## src/rtl/core/sst_pkg.sv

```systemverilog
// Shared constants and types for the sorted sensor record table.
`timescale 1ns / 1ps

package sst_pkg;

  // Table geometry
  localparam int ENTRIES  = 16;
  localparam int KEY_BITS = 8;
  localparam int KEY_W    = 8;
  localparam int PAY_W    = 32;
  localparam int CNT_W    = $clog2(ENTRIES + 1);

  // Command queue between front and back
  localparam int QDEPTH = 2;
  localparam int QPTR_W = (QDEPTH > 1) ? $clog2(QDEPTH) : 1;
  localparam int QCNT_W = $clog2(QDEPTH + 1);

  // Significant id bits
  localparam logic [KEY_W-1:0] KEY_MASK = KEY_W'((64'd1 << KEY_BITS) - 64'd1);

  // Command and status codes
  localparam logic MODE_LOOKUP = 1'b0;
  localparam logic MODE_INSERT = 1'b1;
  localparam logic STATUS_OK   = 1'b0;
  localparam logic STATUS_FULL = 1'b1;

  typedef struct packed {
    logic             mode;
    logic [KEY_W-1:0] key;
    logic [PAY_W-1:0] payload;
  } cmd_t;

  // Head of the command queue as the back end sees it
  typedef struct packed {
    logic avail;
    cmd_t cmd;
  } q_head_t;

endpackage

```

## src/rtl/core/sst_front.sv

```systemverilog
// Command intake: accepts words, masks the id, and buffers them in a short queue.
`timescale 1ns / 1ps

module sst_front (
  input  logic                     clk,
  input  logic                     rst,
  input  logic                     start,
  input  logic                     mode,
  input  logic [sst_pkg::KEY_W-1:0] sensor_key,
  input  logic [sst_pkg::PAY_W-1:0] payload_in,
  input  logic                     pop,
  output logic                     busy,
  output sst_pkg::q_head_t         head
);

  sst_pkg::cmd_t                   q [sst_pkg::QDEPTH];
  sst_pkg::cmd_t                   incoming;
  logic [sst_pkg::QPTR_W-1:0]      wr_ptr;
  logic [sst_pkg::QPTR_W-1:0]      rd_ptr;
  logic [sst_pkg::QCNT_W-1:0]      count;
  logic                            push;

  // Accept when a slot is free
  assign busy = (count == sst_pkg::QCNT_W'(sst_pkg::QDEPTH));
  assign push = start && !busy;

  // Classify and clean up the incoming word
  always_comb begin
    incoming.mode    = (mode == sst_pkg::MODE_INSERT) ? sst_pkg::MODE_INSERT
                                                      : sst_pkg::MODE_LOOKUP;
    incoming.key     = sensor_key & sst_pkg::KEY_MASK;
    incoming.payload = payload_in;
  end

  // Queue pointers and fill count
  always_ff @(posedge clk) begin
    if (rst) begin
      wr_ptr <= '0;
      rd_ptr <= '0;
      count  <= '0;
    end else begin
      if (push) begin
        if (wr_ptr == sst_pkg::QPTR_W'(sst_pkg::QDEPTH - 1)) wr_ptr <= '0;
        else wr_ptr <= wr_ptr + 1'b1;
      end
      if (pop) begin
        if (rd_ptr == sst_pkg::QPTR_W'(sst_pkg::QDEPTH - 1)) rd_ptr <= '0;
        else rd_ptr <= rd_ptr + 1'b1;
      end
      case ({push, pop})
        2'b10:   count <= count + 1'b1;
        2'b01:   count <= count - 1'b1;
        default: count <= count;
      endcase
    end
  end

  // Queue storage
  always_ff @(posedge clk) begin
    if (push) q[wr_ptr] <= incoming;
  end

  assign head.avail = (count != '0);
  assign head.cmd   = q[rd_ptr];

endmodule

```

## src/rtl/core/sst_back.sv

```systemverilog
// Table engine: parallel compare of all slots, then lookup select or shifted insert.
`timescale 1ns / 1ps

module sst_back (
  input  logic                      clk,
  input  logic                      rst,
  input  sst_pkg::q_head_t          head,
  output logic                      pop,
  output logic                      done,
  output logic                      found,
  output logic [sst_pkg::KEY_W-1:0] key_out,
  output logic [sst_pkg::PAY_W-1:0] payload_out,
  output logic                      status
);

  localparam logic ST_IDLE = 1'b0;
  localparam logic ST_EXEC = 1'b1;

  logic                            state;
  logic [sst_pkg::KEY_W-1:0]       ekey [sst_pkg::ENTRIES];
  logic [sst_pkg::PAY_W-1:0]       epay [sst_pkg::ENTRIES];
  logic [sst_pkg::ENTRIES-1:0]     eact;
  logic [sst_pkg::CNT_W-1:0]       count;

  sst_pkg::cmd_t                   cur;
  logic [sst_pkg::ENTRIES-1:0]     hit;
  logic [sst_pkg::ENTRIES-1:0]     le;
  logic [sst_pkg::ENTRIES-1:0]     hit_next;
  logic [sst_pkg::ENTRIES-1:0]     le_next;

  logic [sst_pkg::ENTRIES-1:0]     first_hit;
  logic [sst_pkg::ENTRIES-1:0]     prev_le;
  logic [sst_pkg::ENTRIES-1:0]     take_new;
  logic [sst_pkg::KEY_W-1:0]       prv_key [sst_pkg::ENTRIES];
  logic [sst_pkg::PAY_W-1:0]       prv_pay [sst_pkg::ENTRIES];
  logic [sst_pkg::ENTRIES-1:0]     prv_act;
  logic [sst_pkg::PAY_W-1:0]       sel_pay;
  logic                            full;
  logic                            do_ins;

  assign pop = (state == ST_IDLE) && head.avail;

  // Compare every slot against the queued id
  always_comb begin
    for (int i = 0; i < sst_pkg::ENTRIES; i++) begin
      hit_next[i] = eact[i] && (ekey[i] == head.cmd.key);
      le_next[i]  = eact[i] && (ekey[i] <= head.cmd.key);
    end
  end

  // Lookup: lowest matching slot wins
  assign first_hit = hit & (~hit + 1'b1);
  always_comb begin
    sel_pay = '0;
    for (int i = 0; i < sst_pkg::ENTRIES; i++) begin
      if (first_hit[i]) sel_pay = sel_pay | epay[i];
    end
  end

  // Insert: slots with id <= new id hold, the first other slot takes the
  // new record, the rest move up by one
  assign full     = (count == sst_pkg::CNT_W'(sst_pkg::ENTRIES));
  assign do_ins   = (cur.mode == sst_pkg::MODE_INSERT) && !full;
  assign prev_le  = {le[sst_pkg::ENTRIES-2:0], 1'b1};
  assign take_new = ~le & prev_le;

  always_comb begin
    prv_key[0] = ekey[0];
    prv_pay[0] = epay[0];
    prv_act[0] = eact[0];
    for (int i = 1; i < sst_pkg::ENTRIES; i++) begin
      prv_key[i] = ekey[i-1];
      prv_pay[i] = epay[i-1];
      prv_act[i] = eact[i-1];
    end
  end

  // Sequencer, valid bits, fill count, result strobe
  always_ff @(posedge clk) begin
    if (rst) begin
      state <= ST_IDLE;
      eact  <= '0;
      count <= '0;
      done  <= 1'b0;
    end else begin
      case (state)
        ST_IDLE: begin
          done <= 1'b0;
          if (pop) state <= ST_EXEC;
        end
        ST_EXEC: begin
          state <= ST_IDLE;
          done  <= 1'b1;
          if (do_ins) begin
            count <= count + 1'b1;
            for (int i = 0; i < sst_pkg::ENTRIES; i++) begin
              if (take_new[i]) eact[i] <= 1'b1;
              else if (!le[i]) eact[i] <= prv_act[i];
            end
          end
        end
        default: begin
          state <= ST_IDLE;
          done  <= 1'b0;
        end
      endcase
    end
  end

  // Captured command and compare vectors
  always_ff @(posedge clk) begin
    if (pop) begin
      cur <= head.cmd;
      hit <= hit_next;
      le  <= le_next;
    end
  end

  // Record storage
  always_ff @(posedge clk) begin
    if (state == ST_EXEC && do_ins) begin
      for (int i = 0; i < sst_pkg::ENTRIES; i++) begin
        if (take_new[i]) begin
          ekey[i] <= cur.key;
          epay[i] <= cur.payload;
        end else if (!le[i]) begin
          ekey[i] <= prv_key[i];
          epay[i] <= prv_pay[i];
        end
      end
    end
  end

  // Result word
  always_ff @(posedge clk) begin
    if (state == ST_EXEC) begin
      found       <= (cur.mode == sst_pkg::MODE_LOOKUP) && (|hit);
      key_out     <= cur.key;
      payload_out <= (cur.mode == sst_pkg::MODE_LOOKUP) ? sel_pay : '0;
      status      <= ((cur.mode == sst_pkg::MODE_INSERT) && full) ? sst_pkg::STATUS_FULL
                                                                  : sst_pkg::STATUS_OK;
    end
  end

endmodule

```

## src/rtl/core/sorted_sensor_record_table_top.sv

```systemverilog
// Top level of the sorted sensor record table.
//
// A table of 16 records (8-bit id, 32-bit payload) kept in ascending id order.
// Command channel: a word (mode, sensor_key, payload_in) is taken at a rising
// edge where start is high and busy is low. mode 0 looks an id up, mode 1
// inserts a record after all records with an equal or smaller id.
// Result channel: each command gives one word on found, key_out, payload_out
// and status, shown for exactly one cycle with done high. The receiver
// cannot stall; results must be taken as they appear.
// Once the engine is free, an accepted command passes the queue, the captured
// compare vectors and the result registers before done rises. The engine takes
// no new command until the last is through; it compares all slots while a
// command is at the queue head and updates them in the next cycle. A two-word
// command queue sits in front of the engine; busy is high while it is full.
// Reset (rst, synchronous) empties the queue and marks every slot inactive.
// An insert into a full table returns status 1 and changes nothing.
`timescale 1ns / 1ps

module sorted_sensor_record_table_top (
  input  logic                      clk,
  input  logic                      rst,
  input  logic                      start,
  output logic                      busy,
  input  logic                      mode,
  input  logic [sst_pkg::KEY_W-1:0] sensor_key,
  input  logic [sst_pkg::PAY_W-1:0] payload_in,
  output logic                      done,
  output logic                      found,
  output logic [sst_pkg::KEY_W-1:0] key_out,
  output logic [sst_pkg::PAY_W-1:0] payload_out,
  output logic                      status
);

  sst_pkg::q_head_t head;
  logic             pop;

  sst_front u_front (
    .clk        (clk),
    .rst        (rst),
    .start      (start),
    .mode       (mode),
    .sensor_key (sensor_key),
    .payload_in (payload_in),
    .pop        (pop),
    .busy       (busy),
    .head       (head)
  );

  sst_back u_back (
    .clk         (clk),
    .rst         (rst),
    .head        (head),
    .pop         (pop),
    .done        (done),
    .found       (found),
    .key_out     (key_out),
    .payload_out (payload_out),
    .status      (status)
  );

endmodule

```

## config.mk

```make
export PLATFORM = sky130hd
export DESIGN_NAME = sorted_sensor_record_table_top
export DESIGN_NICKNAME = d
export VERILOG_FILES = /design/src/rtl/core/sst_pkg.sv /design/src/rtl/core/sst_front.sv /design/src/rtl/core/sst_back.sv /design/src/rtl/core/sorted_sensor_record_table_top.sv
export SDC_FILE = /design/constraint.sdc
export NUM_CORES = 1
export LEC_CHECK = 0
export BUFFER_PORTS_ARGS = -buffer_cell sky130_fd_sc_hd__buf_2
export CAP_MARGIN = 20
export CORE_UTILIZATION = 40
export CTS_CLUSTER_DIAMETER = 50
export DETAILED_ROUTE_END_ITERATION = 8
export PLACE_DENSITY = 0.56
export SLEW_MARGIN = 20
export SYNTH_ARGS = -nofsm -noshare
export SYNTH_HDL_FRONTEND = slang
export SYNTH_SLANG_ARGS = --single-unit
```

## constraint.sdc

```tcl
create_clock -name clk -period 7.4 [get_ports clk]
set_clock_uncertainty 0.2 [all_clocks]
set_input_delay 2.22 -clock clk [delete_from_list [all_inputs] [get_ports clk]]
set_output_delay 2.22 -clock clk [all_outputs]
set_load 0.1 [all_outputs]
```

==> out/metrics.cfg, run 1 <==
[synthesis]
avgSynthCellArea_um2=15.0
syn-cell-area_mm2=0.0409
yosys_most_used_dff=edfxtp_1
synth_top_area_cell=edfxtp_1
synth_edf_count=837
synth_common_cells=edfxtp_1 (837), mux2_2 (634), clkbuf_1 (172)
yosysTopAreaCellShare_pct=61.5
yosysWarnings=0
yosys-top-cells-area=edfxtp_1 (61%), mux2_2 (17%), ha_1 (4.0%), clkbuf_1 (1.6%), dfxtp_1 (1.4%)
ys_async_sr_fraction_pct=0
ys_seq_area_share_pct=62.9
synth_fp_nets=2904
synthCells=2729
ys_ff_latch=865
yosys.cell_count.top_type=edfxtp_1
synth_cell_types=62

[setup_path]
endpoint_kind=output port
cp_max_fo=4
cp_num_cells=3
r2r_end=u_back.epay[0][107]$_DFFE_PP_
cp_slowest_stage_delay_ps=410
crit_arrival_ps=1690
crit_path_top_delay_cell=buf_2
reg2reg_from=u_back.cur[40]$_DFFE_PP_
worst-setup-path-type=reg -> out
rr_worst_depth=6
path_cells=nand2b_1, inv_1, buf_2
ff2ff_setup_slack_ps=3430
startpoint_type=flip-flop
crit_family=buffers and inverters
critPathRequiredTime_ps=4980
path_buf_inv=2
setup.worst_path.end=busy
startpoint=u_front.count[0]$_SDFFE_PP0P_

[die]
dieArea_mm2=0.103
die_h_um=322
core_area_mm2=0.101
die_x_um=322
rows=116
start_util_pct=40.6
io-pin-count=88

[detailed_routing]
ant_nets=0
first_pass_iters=6
num_vias=25800
initialDrtViolationCount=2923
totalWireLength_mm=125
wl_per_cell_um=29.5
drc=0
viasPerCell=6.06

[timing]
setup_viol=0
holdWs_ps=315
max_slew.worst_pin.slew_ps=1130
slew_headroom_pct=24.7
slew_violations=0
fin_ws_ps=3290
max_freq_mhz=244
setup_tns_ps=0
rsz0062_at_grt=no
hold_viol_final=0
post-route-min-period_ps=4110
post-route-period-util_pct=55.5

[placed_design]
dp_hpwl_mm=78.8
port_buffers=87
placed_area_mm2=0.0432
post-place-ws_ps=3490
dp_cells=4060
globalplace.congestion=0.857

[cells_and_area]
fill_cells=8821
drive_gt1_share_pct=35.3
final_util_pct=46.4
diodes=0
design_area_mm2=0.0467
layout.cells.non_filler=4253
final_net_count=2984
syn2layout_area_growth_pct=14.3

[power]
total_power_mw=18.1
ir_drop_mv=0.455
p_leak_nw=15.3
power_density_mw_per_mm2=387

[clock_network]
post-cts-setup-buffer-count=0
cts_tree=built
cts.sinks=865
cts_resized=0
htreeDepth=3
clk_pin_slew_ps=60
hold_buffers=0
clkLatencyLatePin_ps=690
root_buffer=clkbuf_16
cts.path.max_buffers=3
cts_made_buffers=104

[global_route]
grt_max_degree=50
antenna_found_initial=2
grt_pass1_vias=26300
grt_first_pass_wirelength_mm=180
grt_use_total_pct=23.9
grt_remaining_overflow=0

[job]
cap_violations=0

[status]
run_status=finished clean

[worst_hold_path]
min_path_type=reg -> reg

==> flip-flops by register name, summed over array words and instances (netlist names), named ones only <==
register and cells:
u_back.epay 512, u_back.ekey 128, u_front.q 82, u_back.cur 41, u_back.payload_out 32, u_back.eact 16
u_back.hit 16, u_back.le 16, u_back.key_out 8, u_back.count 5, u_front.count 2, u_back.done 1
u_back.found 1, u_back.state 1, u_back.status 1, u_front.rd_ptr 1, u_front.wr_ptr 1
==> routing by layer <==
| layer | GRT usage [%] | wire, um | vias to the layer above |
|---|---|---|---|
| li1 | - | - | 11100 |
| met1 | 32.1 | 52100 | 13300 |
| met2 | 40.1 | 60500 | 1191 |
| met3 | 3.49 | 9420 | 210 |
| met4 | 7.24 | 3290 | 0 |
| met5 | 0 | 0 | - |
==> worst min-delay path by stage <==
stage	from	endpoint	slack [ps]	depth (start not counted)
2_1_floorplan	u_back.eact[6]$_SDFFE_PP0P_	u_back.eact[7]$_SDFFE_PP0P_	250	2
3_3_place_gp	u_front.count[1]$_SDFFE_PP0P_	u_front.count[1]$_SDFFE_PP0P_	280	2
3_5_place_dp	u_front.rd_ptr$_SDFFE_PP0P_	flip-flop	300	2
4_1_cts	u_back.count[3]$_SDFFE_PP0P_	u_back.count[3]$_SDFFE_PP0P_	310	2
5_1_grt	u_back.eact[12]$_SDFFE_PP0P_	u_back.eact[12]$_SDFFE_PP0P_	330	2
6_report	u_front.rd_ptr$_SDFFE_PP0P_	flip-flop	320	2
==> cell usage in the layout (no fill, tap or decap), types with 13 or more instances in the layout <==
| cell type | instances |
|---|---|
| o21bai_1 | 15 |
| a22o_1 | 26 |
| edfxtp_1 | 837 |
| o22ai_1 | 13 |
| a222oi_1 | 17 |
| a22oi_1 | 59 |
| a31oi_1 | 22 |
| a221oi_1 | 46 |
| nor2b_1 | 37 |
| clkbuf_1 | 17 |
| dfxtp_1 | 26 |
| nor3_2 | 16 |
| buf_2 | 87 |
| nand2_1 | 79 |
| inv_1 | 58 |
| nand4b_1 | 14 |
| clkinv_1 | 13 |
| o21a_1 | 19 |
| buf_4 | 77 |
| nand4_1 | 30 |
| nand3b_1 | 14 |
| mux2_2 | 634 |
| ha_1 | 131 |
| a21o_1 | 15 |
| a21oi_1 | 99 |
| nor3_1 | 16 |
| nor2_4 | 17 |
| nor2_1 | 35 |
| nand3_1 | 26 |
| clkbuf_16 | 106 |
| o21ai_0 | 71 |
==> cells by family (layout without fill, tap and decap cells) <==
| logic type | Yosys count | count (layout) | synth area share (%) |
|---|---|---|---|
| buf+inv | 249 | 416 | 2.34 |
| mux | 641 | 641 | 17.6 |
| xor+xnor | 7 | 7 | 0.150 |
| compound gates | 490 | 490 | 8.45 |
| fa+ha+maj | 131 | 131 | 4.01 |
| flops | 865 | 865 | 62.9 |
| simple gates | 346 | 346 | 4.56 |
==> power by group <==
| part | switching [mW] | total, mW | internal, mW |
|---|---|---|---|
| Combinational | 3.12 | 5.17 | 2.05 |
| Clock | 2.14 | 5.24 | 3.10 |
| Sequential | 0.913 | 7.67 | 6.75 |
==> worst min-delay path, stage by stage (launching register included) <==
cell	delay [ps]
dfxtp_1	320
xnor2_1	90
nor2_1	80
==> cell type report <==
cell class                      count  area, um^2  share of cell area (%)
Multi-Input combinational cell   1615       14600                    31.2
Inverter                           59         224                   0.479
Timing Repair Buffer              164        1010                    2.17
Clock buffer                      127        2770                    5.93
Tap cell                         1357        1700                    3.63
Clock inverter                     66         747                    1.60
Sequential cell                   865       25700                    55.0
No activity file was read; power rests on OpenSTA's default activity.
==> run 2: changes to the inputs <==
PLACE_DENSITY = 0.58   (was 0.56)
clock period = 3.45 ns   (was 7.4 ns; I/O delays follow)
==> out/metrics.cfg, run 2 (same netlist as run 1, synthesis figures left out) <==
[die]
die_h_um=322
start_util_pct=40.6
die_x_um=322
core_area_mm2=0.101
dieArea_mm2=0.103
io-pin-count=88
rows=116

[setup_path]
endpoint_kind=flip-flop
path_cells=nand2b_1, a21oi_1, a2111oi_1, a31oi_1
crit_arrival_ps=3670
worst-setup-path-type=reg -> reg
startpoint_type=flip-flop
critPathRequiredTime_ps=3560
crit_path_top_delay_cell=a2111oi_1
cp_max_fo=11
cp_slowest_stage_delay_ps=1030

[detailed_routing]
ant_nets=0
totalWireLength_mm=120
wl_per_cell_um=27.8
viasPerCell=5.98
initialDrtViolationCount=2745
drc=0
first_pass_iters=6
num_vias=25800

[cells_and_area]
syn2layout_area_growth_pct=16.2
final_cell_mix=edfxtp_1 (837), mux2_2 (634), ha_1 (131)
layout.cells.non_filler=4311
largest_reg_flops=512
reg_top3=u_back.epay: 512 flops, u_back.ekey: 128 flops, u_front.q: 82 flops
top_register=u_back.epay
final_util_pct=47.1
final_net_count=3040
drive_gt1_share_pct=36.4
layout_commonest_cell=edfxtp_1

[placed_design]
dp_hpwl_mm=79.2
dp_cells=4117
globalplace.congestion=0.859
port_buffers=87
post-place-ws_ps=81.8

[timing]
slew_violations=0
max_slew.worst_pin.slew_ps=1250
setup_viol=1
max_freq_mhz=282
fin_ws_ps=-102
holdWs_ps=295
hold_viol_final=0
post-route-min-period_ps=3550
rsz0062_at_grt=no
slew_headroom_pct=16.7
post-route-period-util_pct=103

[job]
cap_violations=0

[power]
total_power_mw=38.8
ir_drop_mv=0.765
power_density_mw_per_mm2=816
p_leak_nw=15.7

[clock_network]
post-cts-setup-buffer-count=0
cts_tree=built
clk_pin_slew_ps=60
cts_made_buffers=103
cts.sinks=865
htreeDepth=3
clkLatencyLatePin_ps=660
root_buffer=clkbuf_16
cts.path.max_buffers=3
hold_buffers=0
cts_resized=0

[global_route]
grt_remaining_overflow=0
met1_usage_pct=30.5
grt_use_met3_pct=4.57
use_met2_pct=37.7
grt_first_pass_wirelength_mm=177
antenna_found_initial=1
grt_max_degree=45
busiest_layer=met2
grt_pass1_vias=26400
grt_use_total_pct=23.0

[worst_hold_path]
min_path_type=reg -> reg

[status]
violations=negative setup slack
run_status=complete, but fails checks

[run 2: where the power goes]
| group | internal, mW | switching [mW] | total (mW) |
|---|---|---|---|
| registers | 14.5 | 2.01 | 16.5 |
| logic | 4.68 | 6.47 | 11.1 |
| clock network | 6.70 | 4.45 | 11.1 |
[run 2: metal layers]
layer	share of wire (%)	up-vias	routed length, um
li1	-	11200	-
met1	41	13200	49700
met2	47	1174	56300
met3	8.6	197	10300
met4	2.9	0	3480
met5	0	-	0
[run 2: metrics by stage]
stage          cell area, um^2  TNS [ps]
5_1_grt                  47500         0
2_1_floorplan            40900         0
3_3_place_gp             44000      -278
4_1_cts                  47500         0
6_report                 47500      -102
3_5_place_dp             44000         0
[run 2: area by class of cell]
class	instances	area, um^2
antenna	1	2.50
clock buffer	132	2780
clock inverter	61	706
fill	8763	53200
inverter	59	225
multi-input combinational	1615	14500
sequential	865	25700
tap	1357	1700
timing repair buffer	221	1850
[run 2: final timing paths]
kind	start	cells after the start	slack (ps)	end
setup / recovery	u_back.hit[4]$_DFFE_PP_	4	-100	u_back.payload_out[11]$_SDFFCE_PP0P_
hold / removal	u_back.eact[6]$_SDFFE_PP0P_	2	300	u_back.eact[7]$_SDFFE_PP0P_
setup reg to reg	u_back.hit[4]$_DFFE_PP_	4	-100	u_back.payload_out[11]$_SDFFCE_PP0P_
hold reg to reg	u_back.eact[6]$_SDFFE_PP0P_	2	300	u_back.eact[7]$_SDFFE_PP0P_
[run 2: critical path, delay by kind of cell, from the launching register on]
kind               cells  cell delay, ps
DFF                    1             730
and+or+nand+nor        1             750
AOI/OAI and AO/OA      3            1510
